==> src/rtl/wlac_pkg.sv <==
// ----------------------------------------------------------------------------
// wlac_pkg
// shared types and constants of the water level averager and classifier
// ----------------------------------------------------------------------------
package wlac_pkg;

  localparam int CAL_W     = 12;  // calibration reading width
  localparam int PCT_W     = 7;   // percentage width
  localparam int CLASS_W   = 2;   // level class width
  localparam int CFG_IDX_W = 3;   // register index width
  localparam int CFG_DAT_W = 12;  // register write data width
  localparam int SPAN_W    = CAL_W + 1;        // signed difference of two readings
  localparam int PROD_W    = CAL_W + 6;        // |difference| * 50

  localparam logic [PCT_W-1:0] PCT_HALF = 7'd50;
  localparam logic [PCT_W-1:0] PCT_FULL = 7'd100;
  localparam logic [PCT_W-1:0] PCT_ZERO = 7'd0;
  localparam logic [5:0]       PCT_SEG  = 6'd50;  // percent covered by one segment

  localparam logic [CAL_W-1:0] EMPTY_RST     = 12'd0;
  localparam logic [CAL_W-1:0] HALF_RST      = 12'd2048;
  localparam logic [CAL_W-1:0] FULL_RST      = 12'd4095;
  localparam logic [PCT_W-1:0] LOW_THR_RST   = 7'd50;
  localparam logic [PCT_W-1:0] FULL_THR_RST  = 7'd80;

  // register indexes
  localparam logic [CFG_IDX_W-1:0] REG_EMPTY_POINT    = 3'd0;
  localparam logic [CFG_IDX_W-1:0] REG_HALF_POINT     = 3'd1;
  localparam logic [CFG_IDX_W-1:0] REG_FULL_POINT     = 3'd2;
  localparam logic [CFG_IDX_W-1:0] REG_LOW_THRESHOLD  = 3'd3;
  localparam logic [CFG_IDX_W-1:0] REG_FULL_THRESHOLD = 3'd4;

  // level classes
  localparam logic [CLASS_W-1:0] CLASS_LOW  = 2'd0;
  localparam logic [CLASS_W-1:0] CLASS_MED  = 2'd1;
  localparam logic [CLASS_W-1:0] CLASS_FULL = 2'd2;

  typedef struct packed {
    logic [CAL_W-1:0] empty_point;
    logic [CAL_W-1:0] half_point;
    logic [CAL_W-1:0] full_point;
    logic [PCT_W-1:0] low_threshold;
    logic [PCT_W-1:0] full_threshold;
  } cal_t;

  typedef enum logic [2:0] {
    ST_IDLE,
    ST_CLAMP,
    ST_SCALE,
    ST_PCT,
    ST_DONE
  } back_state_t;

endpackage

==> src/rtl/water_level_averager_classifier_top.sv <==
// ----------------------------------------------------------------------------
// water_level_averager_classifier_top
// boxcar average of converter samples with two-segment level calibration
// ----------------------------------------------------------------------------
// Samples enter through a queue-style port (push/full) and are summed in
// groups of SAMPLES; one result per group leaves through a second queue-style
// port (empty/pop) carrying the truncated mean, the calibrated percentage
// (0..100) and a low/medium/full class. The front accumulator takes one sample
// every cycle and only holds off (full) on a group's last sample while the
// two-entry group queue is full. The back end works one group at a time and
// takes these steps in order: it reads the group sum and takes the mean by
// reciprocal multiplication, clamps, starts the one-bit-per-cycle segment
// divider, waits for it, picks up and saturates the quotient and loads the
// result register, which waits while an unread result sits there; a chosen
// segment of zero span skips the divider and the quotient. Registers are
// written through cfg_valid/cfg_ready/cfg_index/cfg_data; cfg_ready is always
// high and indexes past the last register are ignored. Write registers only
// while no group is in flight.
// ----------------------------------------------------------------------------
module water_level_averager_classifier_top #(
  parameter int SAMPLES  = 10,
  parameter int ADC_BITS = 12
) (
  input  logic                           clk,
  input  logic                           rst,
  // sample side
  input  logic                           push,
  output logic                           full,
  input  logic [wlac_pkg::CAL_W-1:0]     adc_sample,
  // result side
  output logic                           empty,
  input  logic                           pop,
  output logic [wlac_pkg::CAL_W-1:0]     mean_reading,
  output logic [wlac_pkg::PCT_W-1:0]     level_percent,
  output logic [wlac_pkg::CLASS_W-1:0]   level_class,
  // register writes
  input  logic                           cfg_valid,
  output logic                           cfg_ready,
  input  logic [wlac_pkg::CFG_IDX_W-1:0] cfg_index,
  input  logic [wlac_pkg::CFG_DAT_W-1:0] cfg_data
);

  // worst-case group sum sets the accumulator width
  localparam int SUM_MAX = SAMPLES * ((1 << ADC_BITS) - 1);
  localparam int SUM_W   = $clog2(SUM_MAX + 1);

  wlac_pkg::cal_t   cal;
  logic             q_wr;
  logic [SUM_W-1:0] q_wdata;
  logic             q_full;
  logic             q_rd;
  logic [SUM_W-1:0] q_rdata;
  logic             q_empty;
  logic             cfg_xfer;

  // register file: every write transfer to a mapped index lands at once
  assign cfg_ready = 1'b1;
  assign cfg_xfer  = cfg_valid && cfg_ready;

  always_ff @(posedge clk) begin
    if (rst) begin
      cal.empty_point    <= wlac_pkg::EMPTY_RST;
      cal.half_point     <= wlac_pkg::HALF_RST;
      cal.full_point     <= wlac_pkg::FULL_RST;
      cal.low_threshold  <= wlac_pkg::LOW_THR_RST;
      cal.full_threshold <= wlac_pkg::FULL_THR_RST;
    end else if (cfg_xfer) begin
      unique case (cfg_index)
        wlac_pkg::REG_EMPTY_POINT:    cal.empty_point    <= wlac_pkg::CAL_W'(cfg_data);
        wlac_pkg::REG_HALF_POINT:     cal.half_point     <= wlac_pkg::CAL_W'(cfg_data);
        wlac_pkg::REG_FULL_POINT:     cal.full_point     <= wlac_pkg::CAL_W'(cfg_data);
        wlac_pkg::REG_LOW_THRESHOLD:  cal.low_threshold  <= wlac_pkg::PCT_W'(cfg_data);
        wlac_pkg::REG_FULL_THRESHOLD: cal.full_threshold <= wlac_pkg::PCT_W'(cfg_data);
        default: ;  // unmapped index, write dropped
      endcase
    end
  end

  // front: accumulate one group
  wlac_front #(
    .SAMPLES  (SAMPLES),
    .ADC_BITS (ADC_BITS),
    .SUM_W    (SUM_W)
  ) u_front (
    .clk        (clk),
    .rst        (rst),
    .push       (push),
    .adc_sample (adc_sample),
    .full       (full),
    .q_full     (q_full),
    .q_wr       (q_wr),
    .q_data     (q_wdata)
  );

  // group sums waiting for the back end
  wlac_fifo #(
    .W     (SUM_W),
    .DEPTH (2)
  ) u_fifo (
    .clk     (clk),
    .rst     (rst),
    .wr_en   (q_wr),
    .wr_data (q_wdata),
    .full    (q_full),
    .rd_en   (q_rd),
    .rd_data (q_rdata),
    .empty   (q_empty)
  );

  // back: mean, calibration, class, result register
  wlac_back #(
    .SAMPLES  (SAMPLES),
    .ADC_BITS (ADC_BITS),
    .SUM_W    (SUM_W)
  ) u_back (
    .clk           (clk),
    .rst           (rst),
    .cal           (cal),
    .q_empty       (q_empty),
    .q_data        (q_rdata),
    .q_rd          (q_rd),
    .empty         (empty),
    .pop           (pop),
    .mean_reading  (mean_reading),
    .level_percent (level_percent),
    .level_class   (level_class)
  );

endmodule

==> src/rtl/wlac_fifo.sv <==
// ----------------------------------------------------------------------------
// wlac_fifo
// short flip-flop queue between the accumulator and the calibration back end
// ----------------------------------------------------------------------------
module wlac_fifo #(
  parameter int W     = 20,
  parameter int DEPTH = 2
) (
  input  logic         clk,
  input  logic         rst,
  input  logic         wr_en,
  input  logic [W-1:0] wr_data,
  output logic         full,
  input  logic         rd_en,
  output logic [W-1:0] rd_data,
  output logic         empty
);

  localparam int PW = (DEPTH > 1) ? $clog2(DEPTH) : 1;
  localparam int NW = $clog2(DEPTH + 1);

  logic [W-1:0]  mem [DEPTH];
  logic [PW-1:0] wr_ptr;
  logic [PW-1:0] rd_ptr;
  logic [NW-1:0] count;
  logic          do_wr;
  logic          do_rd;

  assign full    = (count == NW'(DEPTH));
  assign empty   = (count == '0);
  assign rd_data = mem[rd_ptr];
  assign do_wr   = wr_en && !full;
  assign do_rd   = rd_en && !empty;

  always_ff @(posedge clk) begin
    if (do_wr) begin
      mem[wr_ptr] <= wr_data;
    end
  end

  always_ff @(posedge clk) begin
    if (rst) begin
      wr_ptr <= '0;
      rd_ptr <= '0;
      count  <= '0;
    end else begin
      if (do_wr) begin
        wr_ptr <= (wr_ptr == PW'(DEPTH - 1)) ? '0 : wr_ptr + 1'b1;
      end
      if (do_rd) begin
        rd_ptr <= (rd_ptr == PW'(DEPTH - 1)) ? '0 : rd_ptr + 1'b1;
      end
      case ({do_wr, do_rd})
        2'b10:   count <= count + 1'b1;
        2'b01:   count <= count - 1'b1;
        default: count <= count;
      endcase
    end
  end

endmodule

==> src/rtl/wlac_div.sv <==
// ----------------------------------------------------------------------------
// wlac_div
// unsigned restoring divider, one quotient bit per cycle
// ----------------------------------------------------------------------------
module wlac_div #(
  parameter int NUM_W = 20,
  parameter int DEN_W = 12
) (
  input  logic             clk,
  input  logic             rst,
  input  logic             start,
  input  logic [NUM_W-1:0] num,
  input  logic [DEN_W-1:0] den,
  output logic             done,
  output logic [NUM_W-1:0] quo
);

  localparam int CW = $clog2(NUM_W + 1);

  logic [NUM_W-1:0] acc;
  logic [DEN_W-1:0] rem;
  logic [DEN_W-1:0] dsor;
  logic [CW-1:0]    cnt;
  logic             busy;
  logic [DEN_W:0]   trial;
  logic             fits;

  assign trial = {rem, acc[NUM_W-1]};
  assign fits  = (trial >= {1'b0, dsor});
  assign quo   = acc;

  always_ff @(posedge clk) begin
    if (start) begin
      acc  <= num;
      rem  <= '0;
      dsor <= den;
    end else if (busy) begin
      acc <= {acc[NUM_W-2:0], fits};
      rem <= fits ? DEN_W'(trial - {1'b0, dsor}) : DEN_W'(trial);
    end
  end

  always_ff @(posedge clk) begin
    if (rst) begin
      busy <= 1'b0;
      cnt  <= '0;
      done <= 1'b0;
    end else begin
      done <= 1'b0;
      if (start) begin
        busy <= 1'b1;
        cnt  <= CW'(NUM_W);
      end else if (busy) begin
        cnt <= cnt - 1'b1;
        if (cnt == CW'(1)) begin
          busy <= 1'b0;
          done <= 1'b1;
        end
      end
    end
  end

endmodule

==> src/rtl/wlac_front.sv <==
// ----------------------------------------------------------------------------
// wlac_front
// sample accumulator: sums one group of samples and queues the group sum
// ----------------------------------------------------------------------------
module wlac_front #(
  parameter int SAMPLES  = 10,
  parameter int ADC_BITS = 12,
  parameter int SUM_W    = 16
) (
  input  logic                       clk,
  input  logic                       rst,
  input  logic                       push,
  input  logic [wlac_pkg::CAL_W-1:0] adc_sample,
  output logic                       full,
  input  logic                       q_full,
  output logic                       q_wr,
  output logic [SUM_W-1:0]           q_data
);

  localparam int CNT_W = (SAMPLES > 1) ? $clog2(SAMPLES) : 1;

  logic [SUM_W-1:0]    sum;
  logic [CNT_W-1:0]    cnt;
  logic [ADC_BITS-1:0] sample_m;
  logic [SUM_W-1:0]    sum_add;
  logic                last;
  logic                accept;

  assign sample_m = ADC_BITS'(adc_sample);
  assign sum_add  = sum + SUM_W'(sample_m);
  assign last     = (cnt == CNT_W'(SAMPLES - 1));
  // only the group-closing sample needs room in the queue
  assign full     = q_full && last;
  assign accept   = push && !full;
  assign q_wr     = accept && last;
  assign q_data   = sum_add;

  always_ff @(posedge clk) begin
    if (rst) begin
      sum <= '0;
      cnt <= '0;
    end else if (accept) begin
      if (last) begin
        sum <= '0;
        cnt <= '0;
      end else begin
        sum <= sum_add;
        cnt <= cnt + 1'b1;
      end
    end
  end

endmodule

==> src/rtl/wlac_back.sv <==
// ----------------------------------------------------------------------------
// wlac_back
// mean, clamp, two-segment percentage map, classification and result register
// ----------------------------------------------------------------------------
module wlac_back #(
  parameter int SAMPLES  = 10,
  parameter int ADC_BITS = 12,
  parameter int SUM_W    = 16
) (
  input  logic                         clk,
  input  logic                         rst,
  input  wlac_pkg::cal_t               cal,
  input  logic                         q_empty,
  input  logic [SUM_W-1:0]             q_data,
  output logic                         q_rd,
  output logic                         empty,
  input  logic                         pop,
  output logic [wlac_pkg::CAL_W-1:0]   mean_reading,
  output logic [wlac_pkg::PCT_W-1:0]   level_percent,
  output logic [wlac_pkg::CLASS_W-1:0] level_class
);

  localparam int CAL_W  = wlac_pkg::CAL_W;
  localparam int PCT_W  = wlac_pkg::PCT_W;
  localparam int SPAN_W = wlac_pkg::SPAN_W;
  localparam int PROD_W = wlac_pkg::PROD_W;
  localparam int DIV_NW = PROD_W;
  localparam int SW     = DIV_NW + 2;
  localparam int CMP_W  = (ADC_BITS > CAL_W) ? ADC_BITS : CAL_W;
  localparam logic signed [SW-1:0] PCT_MAX_S = SW'(wlac_pkg::PCT_FULL);

  // mean by reciprocal multiplication, exact for every SUM_W-bit group sum
  localparam int RCP_SH = SUM_W + $clog2(SAMPLES);
  localparam int RCP_W  = SUM_W + 1;
  localparam int PRD_W  = SUM_W + RCP_W;
  localparam logic [RCP_W-1:0] RCP_MUL =
    RCP_W'(((64'd1 << RCP_SH) + 64'(SAMPLES - 1)) / 64'(SAMPLES));

  wlac_pkg::back_state_t state, state_next;

  logic [ADC_BITS-1:0] mean, mean_next;
  logic [CAL_W-1:0]    lvl, lvl_next;
  logic                upper, upper_next;
  logic                neg, neg_next;
  logic [PCT_W-1:0]    pct, pct_next;
  logic                res_valid;
  logic                res_load;

  logic                div_start;
  logic [DIV_NW-1:0]   div_num;
  logic [CAL_W-1:0]    div_den;
  logic                div_done;
  logic [DIV_NW-1:0]   div_quo;

  logic [PRD_W-1:0]         sum_prod;
  logic [CMP_W-1:0]         mean_c;
  logic [CAL_W-1:0]         seg_a;
  logic [CAL_W-1:0]         seg_b;
  logic [PCT_W-1:0]         seg_base;
  logic signed [SPAN_W-1:0] diff;
  logic signed [SPAN_W-1:0] span;
  logic [CAL_W-1:0]         diff_mag;
  logic [CAL_W-1:0]         span_mag;
  logic [PROD_W-1:0]        scaled;
  logic signed [SW-1:0]     q_s;
  logic signed [SW-1:0]     total;
  logic [wlac_pkg::CLASS_W-1:0] cls;

  wlac_div #(
    .NUM_W (DIV_NW),
    .DEN_W (CAL_W)
  ) u_div (
    .clk   (clk),
    .rst   (rst),
    .start (div_start),
    .num   (div_num),
    .den   (div_den),
    .done  (div_done),
    .quo   (div_quo)
  );

  assign sum_prod = PRD_W'(q_data) * PRD_W'(RCP_MUL);

  // segment end points
  assign seg_a    = upper ? cal.half_point : cal.empty_point;
  assign seg_b    = upper ? cal.full_point : cal.half_point;
  assign seg_base = upper ? wlac_pkg::PCT_HALF : wlac_pkg::PCT_ZERO;
  assign diff     = $signed({1'b0, lvl}) - $signed({1'b0, seg_a});
  assign span     = $signed({1'b0, seg_b}) - $signed({1'b0, seg_a});
  assign diff_mag = diff[SPAN_W-1] ? CAL_W'(-diff) : CAL_W'(diff);
  assign span_mag = span[SPAN_W-1] ? CAL_W'(-span) : CAL_W'(span);
  assign scaled   = PROD_W'(diff_mag) * PROD_W'(wlac_pkg::PCT_SEG);
  assign mean_c   = CMP_W'(mean);

  // signed quotient, truncated toward zero, plus segment start
  assign q_s   = neg ? -$signed({2'b00, div_quo}) : $signed({2'b00, div_quo});
  assign total = q_s + $signed(SW'(seg_base));

  always_comb begin
    if (pct < cal.low_threshold) begin
      cls = wlac_pkg::CLASS_LOW;
    end else if (pct < cal.full_threshold) begin
      cls = wlac_pkg::CLASS_MED;
    end else begin
      cls = wlac_pkg::CLASS_FULL;
    end
  end

  always_comb begin
    state_next = state;
    mean_next  = mean;
    lvl_next   = lvl;
    upper_next = upper;
    neg_next   = neg;
    pct_next   = pct;
    q_rd       = 1'b0;
    div_start  = 1'b0;
    div_num    = DIV_NW'(scaled);
    div_den    = span_mag;
    res_load   = 1'b0;
    unique case (state)
      wlac_pkg::ST_IDLE: begin
        if (!q_empty) begin
          q_rd       = 1'b1;
          mean_next  = ADC_BITS'(sum_prod >> RCP_SH);
          state_next = wlac_pkg::ST_CLAMP;
        end
      end
      wlac_pkg::ST_CLAMP: begin
        // empty point is tested first
        if (mean_c < CMP_W'(cal.empty_point)) begin
          lvl_next = cal.empty_point;
        end else if (mean_c > CMP_W'(cal.full_point)) begin
          lvl_next = cal.full_point;
        end else begin
          lvl_next = CAL_W'(mean_c);
        end
        upper_next = (lvl_next > cal.half_point);
        state_next = wlac_pkg::ST_SCALE;
      end
      wlac_pkg::ST_SCALE: begin
        if (span == '0) begin
          pct_next   = seg_base;
          state_next = wlac_pkg::ST_DONE;
        end else begin
          div_start  = 1'b1;
          neg_next   = diff[SPAN_W-1] ^ span[SPAN_W-1];
          state_next = wlac_pkg::ST_PCT;
        end
      end
      wlac_pkg::ST_PCT: begin
        if (div_done) begin
          if (total < 0) begin
            pct_next = wlac_pkg::PCT_ZERO;
          end else if (total > PCT_MAX_S) begin
            pct_next = wlac_pkg::PCT_FULL;
          end else begin
            pct_next = PCT_W'(total);
          end
          state_next = wlac_pkg::ST_DONE;
        end
      end
      wlac_pkg::ST_DONE: begin
        if (!res_valid || pop) begin
          res_load   = 1'b1;
          state_next = wlac_pkg::ST_IDLE;
        end
      end
      default: state_next = wlac_pkg::ST_IDLE;
    endcase
  end

  always_ff @(posedge clk) begin
    if (rst) begin
      state <= wlac_pkg::ST_IDLE;
    end else begin
      state <= state_next;
    end
  end

  always_ff @(posedge clk) begin
    mean  <= mean_next;
    lvl   <= lvl_next;
    upper <= upper_next;
    neg   <= neg_next;
    pct   <= pct_next;
  end

  // result register
  always_ff @(posedge clk) begin
    if (rst) begin
      res_valid <= 1'b0;
    end else if (res_load) begin
      res_valid <= 1'b1;
    end else if (pop) begin
      res_valid <= 1'b0;
    end
  end

  always_ff @(posedge clk) begin
    if (res_load) begin
      mean_reading  <= CAL_W'(mean);
      level_percent <= pct;
      level_class   <= cls;
    end
  end

  assign empty = !res_valid;

endmodule

==> config.mk <==
export PLATFORM = sky130hd
export DESIGN_NAME = water_level_averager_classifier_top
export DESIGN_NICKNAME = d
export VERILOG_FILES = /design/src/rtl/wlac_pkg.sv /design/src/rtl/water_level_averager_classifier_top.sv /design/src/rtl/wlac_fifo.sv /design/src/rtl/wlac_div.sv /design/src/rtl/wlac_front.sv /design/src/rtl/wlac_back.sv
export SDC_FILE = /design/constraint.sdc
export NUM_CORES = 1
export LEC_CHECK = 0
export ABC_AREA = 1
export BUFFER_PORTS_ARGS = -buffer_cell sky130_fd_sc_hd__buf_4
export CORE_ASPECT_RATIO = 1.5
export CORE_MARGIN = 2
export CORE_UTILIZATION = 53
export DETAILED_ROUTE_END_ITERATION = 7
export GPL_ROUTABILITY_DRIVEN = 0
export MAX_ROUTING_LAYER = met4
export PLACE_DENSITY = 0.76
export SETUP_SLACK_MARGIN = 0.5
export SLEW_MARGIN = 20
export SYNTH_ARGS = -nofsm -noshare
export SYNTH_HDL_FRONTEND = slang
export SYNTH_SLANG_ARGS = --single-unit
==> constraint.sdc <==
create_clock -name clk -period 11.3 [get_ports clk]
set_clock_uncertainty 0.05 [all_clocks]
set_input_delay 1.695 -clock clk [delete_from_list [all_inputs] [get_ports clk]]
set_output_delay 1.695 -clock clk [all_outputs]
set_load 0.05 [all_outputs]
==> results by stage <==
Run status:
- The run finished with clean final reports.

Route:
- The count of nets left with antenna violations once routing finished came out at 0.
- The detailed-router iteration count before antenna repair is 5.
- The average wire per cell in the routed design is 16.23 um.
- After detailed routing, the number of vias per cell comes to 5.520.
- In this run, the number of DRC markers left after iteration 0 of detailed routing was 768.
- The final wirelength is 46.11 mm.
- The via count is 15680.
- The post-route DRC violation count is 0.

Setup path:
- Of all nets on the critical path, the largest fanout is 22.
- STA classifies the critical path endpoint as a flip-flop.
- The worst register-to-register path ends at u_back.mean[10].
- The worst endpoint required time is 11.51 ns.
- In this run the register-to-register setup slack is ~4.6 ns.
- Measured in cells, the most critical reg-to-reg path has a length of 19.
- Data on the critical path arrives at its endpoint at just under 7 ns.
- The setup path with the least slack is of type reg -> reg.
- The nature of the critical path startpoint is a flip-flop.

Worst hold path:
- The worst hold path begins at u_front.sum[2].
- The classification of the worst-slack hold path is reg -> reg.
- The end of the worst hold path is u_front.sum[2].
- The worst hold path stage count is 2.

Place:
- Summed over all nets, the half-perimeter wirelength after detailed placement is 37.65 mm.
- The count of port buffers added during placement is 54.
- The number of placed instances, taps included, is 2798.

Clock tree:
- The CTS tree is built.
- Once the clock tree was built, the setup fixing pass inserted 0 buffers.
- The number of sinks on the clock net is 214.
- The maximum clock insertion buffer count is 3.
- The tree is rooted in a clkbuf_16.
- Post-CTS repair changed the size of 0 cells.
- After clock tree synthesis, the clock-pin slew on the worst setup and hold paths is 0.06 ns.
- Hold repair after CTS inserted 0 buffers.
- In this run the number of H-tree levels came out at 1.
- The clock reaches the later pin of the worst-skew pair after 0.55 ns.
- The number of clock buffers added by TritonCTS is 23.

Power and ir drop:
- The cell leakage power is 9.875 nW.
- The worst-case IR drop observed on VDD is 0.0002799 V.
- The cell area power density is between 300 and 400 mW/mm2.
- Power comes to about 6.2 mW.

Synthesis:
- The number of distinct standard cells referenced by the synthesized netlist is 55.
- Synthesis inferred 214 register bits.
- For this run, the leading register cell type out of synthesis is edfxtp_1.
- The average size of a mapped cell is 8.186 um2.
- The count of flip-flops with a built-in enable after synthesis is 115.
- For this run, asynchronously set or reset flops after synthesis account for 0.
- The mapped netlist covers 0.01887 mm2.
- Counting every net in the synthesized netlist gives 2698.
- The synthesized instance count is 2305.
- The count of warnings emitted by yosys is 0.
- The share of the Yosys chip area taken by registers is 0.2881.

Global route:
- Across every metal layer, demand over resource in global routing totals 0.2560.
- The largest net degree at the start of global routing is 55.
- The initial antenna violation count came to 0.
- The via count of the first global-routing pass is 15800.
- Summed over all layers, the global routing overflow is 0.
- The first global-routing pass estimated 74.14 mm of wire.

STA:
- The hold violation total from the final report came to 0.
- The worst path needs 6.663 ns of the cycle, external delays included.
- The aggregate negative setup slack is 0 ns.
- Headroom to the max-slew limit came out at 0.3597.
- Setup repair after global routing left no endpoint under its margin.
- The maximum clock frequency is 150.1 MHz.
- For the pin with the worst max-slew slack, the measured transition is 0.9577 ns.
- Dividing the final minimum period by the clock period gives 0.5896.
- The total of endpoints with negative setup slack in the final report is 0.
- The max-slew violation total from the final report is 0.

Final layout:
- In the layout the commonest cells are inv_1, nand2_1, ha_1.
- The most common cell after layout, fill and taps aside is inv_1.
- The area growth from synthesis to layout is 8.773%.
- The repair_antennas step left the layout with diodes totalling 0.
- The post-route non-filler standard cell count is ~2800.
- The share of cells above drive strength 1 is 0.06464.
- The number of nets in the layout is 2743.

Floorplan:
- The count of pins on the block boundary is 56.
- The core footprint is about 0.035 mm2.
- Measured along the x axis, the die boundary spans 158.1 um.
- The floorplan step defined a die boundary enclosing between 0.03 and 0.04 mm2.
- From bottom edge to top edge, the die measures 235.1 um.
- The initial standard-cell utilization of the core is 0.5375.
- The number of standard-cell rows in the floorplan is 84.

Flow run:
- The tool flagged a number of max-cap violations equal to 0.
## sequential cells by signal, summed over array words and instances, names as in the netlist, 3 cells and up, named ones only
register,flops
cal,50
u_back.level_percent,7
u_back.lvl,12
u_back.mean,12
u_back.mean_reading,12
u_back.pct,7
u_back.state,3
u_back.u_div.cnt,5
u_back.u_div.dsor,12
u_back.u_div.quo,18
u_back.u_div.rem,12
u_fifo.mem,32
u_front.cnt,4
u_front.sum,16
## synth_stat cells, drive strengths merged (22+ instances only)
library cell	number	area, um2
edfxtp	115	3453
xor2	64	575.6
clkbuf	30	112.6
ha	270	3378
inv	411	1543
a21oi	190	962.2
o21ai	149	749.5
nand3	98	500.5
o211ai	27	202.7
xnor2	23	209.0
dfxtp	99	1982
nor3	22	115.1
nand2	411	1575
nor2	169	664.4
fa	91	1822
nand4	22	137.6
## cell type report
cell class	instances	area (um2)
Multi-Input combinational cell	1638	11700
Timing Repair Buffer	62	465.4
Clock buffer	33	695.7
Inverter	411	1543
Fill cell	3141	14580
Clock inverter	9	90.09
Tap cell	473	591.8
Sequential cell	214	5435
## per-stage QoR
step | utilization | area [um2] | hold slack [ns] | setup slack, ns
global placement | 0.5622 | 19740 | 0.3865 | 4.895
global route | 0.5847 | 20520 | 0.4309 | 4.200
finish | 0.5847 | 20520 | 0.4167 | 4.637
floorplan | - | 18870 | 0.3758 | 5.258
CTS | 0.5846 | 20520 | 0.4220 | 4.674
detailed placement | 0.5622 | 19740 | 0.4125 | 4.711
## power by group
| part | switching, mW | internal (mW) |
|---|---|---|
| combinational | 2.71 | 1.60 |
| clock | 0.325 | 0.456 |
| sequential | 0.0879 | 1.04 |
## how the worst max path moves through the flow
stage | start | cells past startpoint | slack, ns | endpoint
6_report | flip-flop | 19 | 4.64 | u_back.mean[10]
5_1_grt | flip-flop | 20 | 4.20 | u_back.mean[10]
4_1_cts | flip-flop | 19 | 4.67 | u_back.mean[10]
3_5_place_dp | flip-flop | 19 | 4.71 | u_back.mean[10]
3_3_place_gp | flip-flop | 19 | 4.89 | u_back.mean[10]
2_1_floorplan | flip-flop | 23 | 5.26 | u_back.mean[10]
## critical path: stages (launching register included)
cell and delay, ns:
dfxtp_1 0.81, o21ai_0 0.47, ha_1 0.47, inv_1 0.07, fa_1 0.53, inv_1 0.05
fa_1 0.52, inv_1 0.05, fa_1 0.50, fa_1 0.56, inv_1 0.06, fa_1 0.49
ha_1 0.33, nand2_1 0.11, nor4_1 0.40, nand2_1 0.11, o211ai_1 0.27, a21oi_1 0.16
o21ai_0 0.24, xor2_1 0.11
## routing by layer
layer | track usage | routed length, um
met1 | 0.2494 | 16440
met2 | 0.4862 | 25130
met3 | 0.02490 | 1728
met4 | 0.1362 | 2817
met5 | - | 0
## logic make-up (layout without fill, tap and decap cells)
group	after synthesis	after routing	share of synthesized area
XOR/XNOR	87	87	0.04158
flip-flops	214	214	0.2881
multiplexers	10	10	0.005968
adder cells (fa/ha/maj)	361	361	0.2756
buffers and inverters	453	515	0.09237
other	1	1	0.0001987
AND/OR/NAND/NOR	746	746	0.1672
AO/OA/AOI/OAI	433	433	0.1290
Note: power is estimated with default switching activity, not from simulation.
